`src/hw/rtl/uvs_pkg.sv`:
```
// uvs_pkg: shared types and constants for the unique value stack
// depends on nothing; imported by every module of the block
`timescale 1ns / 1ps
`default_nettype none

package uvs_pkg;

    // stack geometry
    localparam int DEPTH   = 16;
    localparam int WORD_W  = 32;
    localparam int COUNT_W = $clog2(DEPTH + 1);

    // word returned by pop or peek on an empty stack
    localparam logic signed [WORD_W-1:0] EMPTY_WORD = '1;

    // request codes
    typedef enum logic [2:0] {
        REQ_PUSH   = 3'd0,
        REQ_POP    = 3'd1,
        REQ_PEEK   = 3'd2,
        REQ_PUSHU  = 3'd3,
        REQ_REMOVE = 3'd4
    } req_t;

    // result status codes
    typedef enum logic [1:0] {
        ST_DONE  = 2'd0,
        ST_FULL  = 2'd1,
        ST_EMPTY = 2'd2,
        ST_MISS  = 2'd3
    } status_t;

    // per-cycle command broadcast to every cell
    typedef struct packed {
        logic shift_down;   // push: each cell takes its upper neighbor's word, cell 0 the pushed word
        logic shift_up;     // pop: each cell takes its lower neighbor's word, the bottom cell keeps its own
        logic remove;       // remove: cells at or below the first match shift up
    } cell_ctrl_t;

endpackage

`default_nettype wire

```
`src/hw/rtl/unique_value_stack_core.sv`:
```
// unique_value_stack_core: bounded stack with unique push and remove
// depends on uvs_pkg and uvs_cell
//
// usage
//   input channel s_valid/s_ready carries one request word: s_req_type and
//   s_data_in (push, pop, peek, push unique, remove topmost match)
//   result channel m_valid/m_ready carries one word per request: m_data_out,
//   m_status and m_count (words held after the request)
//   the stack is a row of DEPTH cells with the top in cell 0; every cell
//   compares its word with s_data_in and hands its word to a neighbor in the
//   same cycle, so a request is fully executed in the cycle it is accepted
//   result: the result word is registered and is valid in the cycle after the request is accepted
//   throughput: one request per cycle while the result is not stalled, set by the cell shift
//   and the match chain that runs through all cells
//   stall: the result register holds its word while m_ready is low; s_ready
//   is high whenever the result register is empty or is being drained
//   reset: aresetn low clears the count and the result valid; cell contents
//   are undefined until pushed and are never read above the count
`timescale 1ns / 1ps
`default_nettype none

module unique_value_stack_core
    import uvs_pkg::*;
(
    input  wire logic                      aclk,
    input  wire logic                      aresetn,
    input  wire logic                      s_valid,
    output logic                           s_ready,
    input  wire logic [2:0]                s_req_type,
    input  wire logic signed [WORD_W-1:0]  s_data_in,
    output logic                           m_valid,
    input  wire logic                      m_ready,
    output logic signed [WORD_W-1:0]       m_data_out,
    output logic [1:0]                     m_status,
    output logic [COUNT_W-1:0]             m_count
);

    logic [COUNT_W-1:0]        count_reg;
    logic [COUNT_W-1:0]        count_next;
    logic                      m_valid_reg;
    logic signed [WORD_W-1:0]  data_reg;
    logic signed [WORD_W-1:0]  data_next;
    status_t                   status_reg;
    status_t                   status_next;

    cell_ctrl_t                ctrl;
    logic                      s_fire;
    logic                      full;
    logic                      empty;
    logic                      any_match;

    logic signed [WORD_W-1:0]  cell_word [DEPTH];
    logic                      seen      [DEPTH+1];
    logic [DEPTH-1:0]          occ;

    assign s_ready = !m_valid_reg || m_ready;
    assign s_fire  = s_valid && s_ready;
    assign full    = (count_reg == COUNT_W'(DEPTH));
    assign empty   = (count_reg == '0);

    // cell chain, top of stack in cell 0
    assign seen[0] = 1'b0;
    genvar gi;
    generate
        for (gi = 0; gi < DEPTH; gi++) begin : g_cell
            logic signed [WORD_W-1:0] prev_w;
            logic signed [WORD_W-1:0] next_w;

            assign occ[gi] = (COUNT_W'(gi) < count_reg);

            if (gi == 0) begin : g_top
                assign prev_w = s_data_in;
            end else begin : g_mid
                assign prev_w = cell_word[gi-1];
            end

            if (gi == DEPTH - 1) begin : g_bot
                assign next_w = cell_word[gi];
            end else begin : g_up
                assign next_w = cell_word[gi+1];
            end

            uvs_cell u_cell (
                .aclk      (aclk),
                .ctrl      (ctrl),
                .occ       (occ[gi]),
                .key       (s_data_in),
                .prev_word (prev_w),
                .next_word (next_w),
                .seen_in   (seen[gi]),
                .seen_out  (seen[gi+1]),
                .word      (cell_word[gi])
            );
        end
    endgenerate

    assign any_match = seen[DEPTH];

    // request decode
    always_comb begin
        ctrl        = '0;
        count_next  = count_reg;
        data_next   = '0;
        status_next = ST_DONE;
        case (req_t'(s_req_type))
            REQ_PUSH: begin
                if (full) begin
                    status_next = ST_FULL;
                end else begin
                    ctrl.shift_down = s_fire;
                    count_next      = count_reg + 1'b1;
                end
            end
            REQ_POP: begin
                if (empty) begin
                    data_next   = EMPTY_WORD;
                    status_next = ST_EMPTY;
                end else begin
                    data_next      = cell_word[0];
                    ctrl.shift_up  = s_fire;
                    count_next     = count_reg - 1'b1;
                end
            end
            REQ_PEEK: begin
                if (empty) begin
                    data_next   = EMPTY_WORD;
                    status_next = ST_EMPTY;
                end else begin
                    data_next = cell_word[0];
                end
            end
            REQ_PUSHU: begin
                if (full) begin
                    status_next = ST_FULL;
                end else if (any_match) begin
                    status_next = ST_MISS;
                end else begin
                    ctrl.shift_down = s_fire;
                    count_next      = count_reg + 1'b1;
                end
            end
            REQ_REMOVE: begin
                if (empty) begin
                    status_next = ST_EMPTY;
                end else if (!any_match) begin
                    status_next = ST_MISS;
                end else begin
                    ctrl.remove = s_fire;
                    count_next  = count_reg - 1'b1;
                end
            end
            default: begin
                status_next = ST_DONE;
            end
        endcase
    end

    // control state
    always_ff @(posedge aclk) begin
        if (!aresetn) begin
            count_reg   <= '0;
            m_valid_reg <= 1'b0;
        end else begin
            if (s_fire) begin
                count_reg   <= count_next;
                m_valid_reg <= 1'b1;
            end else if (m_ready) begin
                m_valid_reg <= 1'b0;
            end
        end
    end

    // result word register
    always_ff @(posedge aclk) begin
        if (s_fire) begin
            data_reg   <= data_next;
            status_reg <= status_next;
        end
    end

    assign m_valid    = m_valid_reg;
    assign m_data_out = data_reg;
    assign m_status   = status_reg;
    assign m_count    = count_reg;

endmodule

`default_nettype wire

```
`src/hw/rtl/uvs_cell.sv`:
```
// uvs_cell: one stack slot of the unique value stack cell chain
// depends on uvs_pkg (cell_ctrl_t, WORD_W)
`timescale 1ns / 1ps
`default_nettype none

module uvs_cell
    import uvs_pkg::*;
(
    input  wire logic                     aclk,
    input  wire cell_ctrl_t               ctrl,
    input  wire logic                     occ,
    input  wire logic signed [WORD_W-1:0] key,
    input  wire logic signed [WORD_W-1:0] prev_word,
    input  wire logic signed [WORD_W-1:0] next_word,
    input  wire logic                     seen_in,
    output logic                          seen_out,
    output logic signed [WORD_W-1:0]      word
);

    logic signed [WORD_W-1:0] word_reg;
    logic signed [WORD_W-1:0] word_next;
    logic                     match;

    // compare against the search word; chain marks first match toward the top
    assign match    = occ && (word_reg == key);
    assign seen_out = seen_in || match;
    assign word     = word_reg;

    // neighbor hand-off
    always_comb begin
        if (ctrl.shift_down) begin
            word_next = prev_word;
        end else if (ctrl.shift_up || (ctrl.remove && seen_out)) begin
            word_next = next_word;
        end else begin
            word_next = word_reg;
        end
    end

    always_ff @(posedge aclk) begin
        word_reg <= word_next;
    end

endmodule

`default_nettype wire

```
`config.mk`:
```
export PLATFORM = sky130hd
export DESIGN_NAME = unique_value_stack_core
export DESIGN_NICKNAME = d
export VERILOG_FILES = /design/src/hw/rtl/uvs_pkg.sv /design/src/hw/rtl/unique_value_stack_core.sv /design/src/hw/rtl/uvs_cell.sv
export SDC_FILE = /design/constraint.sdc
export NUM_CORES = 1
export LEC_CHECK = 0
export BUFFER_PORTS_ARGS = -buffer_cell sky130_fd_sc_hd__buf_2
export CAP_MARGIN = 0
export CORE_MARGIN = 4
export CORE_UTILIZATION = 25
export CTS_CLUSTER_DIAMETER = 80
export DETAILED_ROUTE_END_ITERATION = 6
export GPL_TIMING_DRIVEN = 0
export PLACE_DENSITY = 0.37
export REMOVE_ABC_BUFFERS = 1
export SLEW_MARGIN = 20
export SYNTH_ARGS = -nofsm -noshare
export SYNTH_HDL_FRONTEND = slang
export SYNTH_SLANG_ARGS = --single-unit
```
`constraint.sdc`:
```
create_clock -name aclk -period 16.5 [get_ports aclk]
set_input_delay 0 -clock aclk [delete_from_list [all_inputs] [get_ports aclk]]
set_output_delay 0 -clock aclk [all_outputs]
set_load 0.05 [all_outputs]
```
Word level (Yosys, flattened, before mapping)
Index checks and enable logic that the tools add are counted.
- bits of input ports: 39
- flip-flop bits (word level): 552
- mux-type cells: 56
- add/subtract/negate cells: 2
- order comparisons: 16
- eq/ne operators: 27
- reduce and logical (&&, ||, !) cells: 85
- operator list (kind ; count):
    32-bit 2-to-1 mux ; 31
    32-bit equality test ; 16
    4-bit by 5-bit < comparator with 1-bit output (first input constant) ; 8
    1-bit logical AND ; 32
    2-bit nonzero test ; 16
    1-bit logical OR ; 31
    5-bit 2-to-1 mux ; 6
    3-bit by 5-bit < comparator with 1-bit output (first input constant) ; 4
    5-bit one-hot mux with 4 select lines ; 1
    2-bit inequality test (second input constant) ; 6
    1-bit 2-to-1 mux ; 11
    1-bit by 5-bit < comparator with 1-bit output (first input constant) ; 2
    2-bit by 5-bit < comparator with 1-bit output (first input constant) ; 2
    2-bit 2-to-1 mux ; 5
    2-bit one-hot mux with 4 select lines ; 1
    8-bit AND reduction ; 1
    3-bit by 2-bit equality test with 1-bit output (second input constant) ; 2
    5-bit by 1-bit adder with 5-bit output (second input constant) ; 1
    5-bit equality test (second input constant) ; 1
    5-bit logical NOT ; 1
    5-bit by 1-bit subtractor with 5-bit output (second input constant) ; 1
    4-bit nonzero test ; 1
    3-bit by 1-bit equality test with 1-bit output (second input constant) ; 1
    3-bit equality test (second input constant) ; 1
    4 further kinds ; 4

Depth between registers and ports, before layout
- depth after elaboration: 24
- mapped depth: 16
- gate-level depth less buffers: 10

Cells and area by module
From an unflattened synthesis, not the netlist that was laid out.
- cells, all modules: 2095
- area, all modules: 29583.4 um^2
- modules (own cells, without submodules) (module ; cells an instance ; area each (um^2) ; times used):
    uvs_cell ; 120 ; 1720.4 ; 16
    unique_value_stack_core ; 175 ; 2057.0 ; 1

Least setup slack after synthesis
OpenSTA, ideal clock, no wires.
- path kind: register to register
- start point: register count_reg[2] (netlist: m_count[2])
- end point: register g_cell[4].u_cell.word_reg[0] (enable)
- path buffers: 2
- slack: 10493 ps
- cell stages (with the launch flop): 10
- arrival time: 5496 ps
- required time: 15989 ps
- cells stage by stage: dfxtp_1 > buf_2 > a21o_1 > nand4_1 > nor4_1 > nor4bb_1 > nor4_1 > and4b_1 > buf_4 > o41ai_1
- cells in the longest elaborated chain, start to end: 23
- RTL lines (element ; RTL line ; source):
    from (decl) ; unique_value_stack_core.sv:38 ; logic [COUNT_W-1:0] count_reg;
    from (signal assigned) ; unique_value_stack_core.sv:165 ; count_reg <= count_next;
    1-bit by 5-bit < comparator with 1-bit output ; unique_value_stack_core.sv:69 ; assign occ[gi] = (COUNT_W'(gi) < count_reg);
    1-bit logical AND ; uvs_cell.sv:25 ; assign match = occ && (word_reg == key);
    1-bit logical OR (15 in a row) ; uvs_cell.sv:26 ; assign seen_out = seen_in || match;
    1-bit 2-to-1 mux ; unique_value_stack_core.sv:145 ; end else if (!any_match) begin
    1-bit 2-to-1 mux ; unique_value_stack_core.sv:143 ; if (empty) begin
    1-bit 2-to-1 mux ; unique_value_stack_core.sv:105 ; case (req_t'(s_req_type))
    1-bit logical AND ; uvs_cell.sv:33 ; end else if (ctrl.shift_up || (ctrl.remove && seen_out)) begin
    1-bit logical OR ; uvs_cell.sv:33 ;
    2-bit nonzero test (no line) * ; - ;
    to (signal assigned) ; uvs_cell.sv:41 ; word_reg <= word_next;
    to (decl) ; uvs_cell.sv:20 ; logic signed [WORD_W-1:0] word_reg;
Mark *: on every way between the ends. The rest lies on a longest branch, timed or not.
A chain may end at the register's enable or synchronous reset.

Worst setup path in the final report
- start point: register count_reg[3] (netlist: m_count[3])
- end point: register g_cell[4].u_cell.word_reg[25] (enable)
The elaborated chain is that of the path after synthesis.

==> summary.txt <==
Global routing
  • Met2 Track Usage GR: 0.265
  • GRT Util Overall: 0.176
  • Vias in the first global route: 20.8k
  • Initial antenna violation count: 2
  • Largest net degree at the start of global routing: 56
  • Global-route wire length before repair: 164000 µm
  • Total grt overflow: 0
  • Met3 Use GR: 0.0621
  • Grt peak-use layer: met2
  • Met1 Use GR: 0.241

Timing
  • RSZ-0062 raised after global routing: false
  • Actual slew at the worst max-slew pin: 1.14 ns
  • Clk_skew: 0.0314 ns
  • Fin. max-slew vios: 0
  • Max Clk Rate: 163 MHz
  • Final setup viols: 0
  • Slew Limit Headroom: 0.237
  • Period minus WS final: 6.15 ns
  • Tightest hold margin: 0.162 ns
  • Tcrit/Tclk final: 0.373
  • Hold Vio Cnt, Final: 0

Logic synthesis
  • Top cell type by total area after synthesis: edfxtp_1
  • Post-synth EDFFs: 546
  • Yosys warnings: 0
  • Synth Register Bits: 552
  • Ys flop type: edfxtp_1
  • Post-Syn Area: 31500 µm²
  • Synth top area share: 0.521
  • Fraction of registers with async set/reset: 0
  • Sequential share of the synthesized area: 0.525
  • Synth area leaders: edfxtp_1, mux2_2, xnor2_1
  • Syn Inst Count: 2313
  • Cell variety after synth: 62
  • Post-synthesis average cell area: 13.6 µm²

Placed design
  • Placed cell count: 3930
  • Routability cong.: 0.962
  • Port bufs: 79
  • Placed wire-length estimate: 92600 µm

Critical path
  • Req. time, crit path: 16.84 ns
  • Critical path data arrival time: 6.48 ns
  • Element type at the critical path start: flip-flop
  • Element type at the critical path end: flip-flop
  • Worst setup path category: flip-flop to flip-flop
  • CP max FO: 15

Clock network
  • Post-cts sizing count: 0
  • H-Tree Depth: 3
  • Max Buffers Root-to-Sink: 3
  • Clock sinks: 552
  • Clock Latency Late Sink: 0.64 ns
  • Post-CTS Setup Repair Bufs: 0
  • Clk root buf: clkbuf_16
  • TritonCTS Buffers: 72
  • CTS tree: yes
  • Reg clk slew, reported paths: 0.06 ns

Pwr
  • PwrDens: 104 nW/µm²
  • Leakage: 11.8 nW
  • Maximum vdd drop: 0.0731 mV

Worst hold path
  • Min-delay worst type: primary input to flip-flop

Floorplanning
  • Die ar.: 132000 µm²
  • Initial Util: 0.253
  • Boundary Pins: 80
  • Core area: 124000 µm²
  • Chip height: 363 µm
  • Die Wd: 363 µm
  • Rows: 129

Route
  • WL/cell: 29.2 µm
  • Total number of vias: 20.1k
  • Initial DRC count: 2016
  • Routed vias/inst: 4.94
  • Drt pass-1 iters: 6
  • Antenna viol nets, final: 0
  • DRC viols: 0
  • Routed wire length: 119000 µm

Finish
  • Largest register FFs: 512
  • Layout overhead on the synthesized area: 14.8%
  • Utilization after layout: 0.290
  • Nets: 2418
  • Share of layout cells above drive strength 1: 0.300
  • Filler Cells Inserted: 12.5k
  • Post-Layout Cell Count: 4065

Run status
  • Status: finished clean

Run
  • Max-Cap Viols: 0
layer usage:
layer,wire length [µm],up-vias
met5,0,-
met2,51700,772
li1,-,8820
met1,53900,10400
met3,11100,111
met4,1990,0
kinds of logic after synthesis:
logic type / count (synthesis) / synth area share
AO/OA/AOI/OAI: 90 / 0.0196
buffers and inverters: 150 / 0.0352
multiplexers: 483 / 0.183
AND/OR/NAND/NOR: 519 / 0.0924
adder cells (fa/ha/maj): 4 / 0.00159
XOR/XNOR: 515 / 0.143
flip-flops: 552 / 0.525
synthesized netlist by cell type (5+ instances only):
library cell and instances:
edfxtp_1 546, and3_1 7, and2_1 5, nand4_1 155, or3_1 5, or4_1 8, and4b_1 6, buf_2 46
and4_1 5, xnor2_1 329, buf_4 30, a21oi_1 14, mux2_2 391, inv_1 9, o21a_1 34, mux2_4 89
buf_6 47, nand2_1 77, nor4_1 83, nor2_1 61, nor2b_1 5, o21ai_0 8, dfxtp_1 6, o21ai_1 8
nor3_1 42, clkbuf_1 15, nand3_1 32, xor2_1 185, nor4b_1 7
worst paths after layout:
check | from | to | slack (ns) | depth (start not counted)
setup / recovery | m_count[3]$_SDFFE_PN0P_ | g_cell[4].u_cell.word[25]$_DFFE_PP_ | 10.35 | 14
hold / removal | s_data_in[19] | g_cell[0].u_cell.word[19]$_DFFE_PP_ | 0.16 | 2
setup reg to reg | m_count[3]$_SDFFE_PN0P_ | g_cell[4].u_cell.word[25]$_DFFE_PP_ | 10.35 | 14
hold reg to reg | g_cell[14].u_cell.word[13]$_DFFE_PP_ | g_cell[15].u_cell.word[13]$_DFFE_PP_ | 0.51 | 0
through the flow:
| stage | instance area [µm²] | setup TNS (ns) | total power [mW] | worst slack, ns |
|---|---|---|---|---|
| 2_1_floorplan | 30400 | -116.34 | 2.06 | -3.64 |
| 3_3_place_gp | 32900 | -3172.58 | 2.33 | -15.55 |
| 3_5_place_dp | 33800 | 0 | 2.26 | 10.32 |
| 4_1_cts | 36100 | 0 | 3.82 | 10.30 |
| 5_1_grt | 36100 | 0 | 3.92 | 10.18 |
| 6_report | 36100 | 0 | 3.77 | 10.35 |
where the power goes:
part	internal [mW]	switching (mW)
registers	1.62	0.0697
logic	0.196	0.357
clock network	0.891	0.628
total	2.71	1.05
layout make-up:
type	count	area, µm²	share of cell area
tap	1637	2050	0.0567
clock buffer	91	1940	0.0536
timing repair buffer	129	1330	0.0367
sequential	552	16500	0.457
clock inverter	34	278	0.00769
antenna	2	5.00	0.000138
multi-input combinational	1611	14000	0.387
inverter	9	33.8	0.000935
critical path, cell delays in order, from the launching register on:
cell      delay [ns]
dfxtp_1         1.03
nor2b_1         0.37
a21boi_0        0.15
nand4b_1        0.13
nor4_1          0.08
nor4_2          0.64
and4b_1         0.61
a31oi_1         0.17
or4_2           1.04
o41ai_2         0.31
buf_2           0.33
buf_2           0.22
buf_2           0.24
buf_2           0.25
buf_2           0.23
placed cells by master (no fill, tap or decap), drive strengths merged, types with 7 or more instances in the layout:
cell         count
a21oi           15
and3             7
buf            121
clkbuf          91
clkinv          25
dlygate4sd3      8
edfxtp         546
inv             13
mux2           480
nand2           77
nand3           32
nand4          155
nor2            62
nor3            43
nor4            83
nor4b            7
o21a            34
o21ai           16
or4              8
xnor2          329
xor2           186
what timing repair did:
item / in CTS / in global routing
hold endpoints to repair: 8 / 0
hold buffers: 8 / 0
setup endpoints to repair: 0 / 0
No activity file was read; power rests on OpenSTA's default activity.
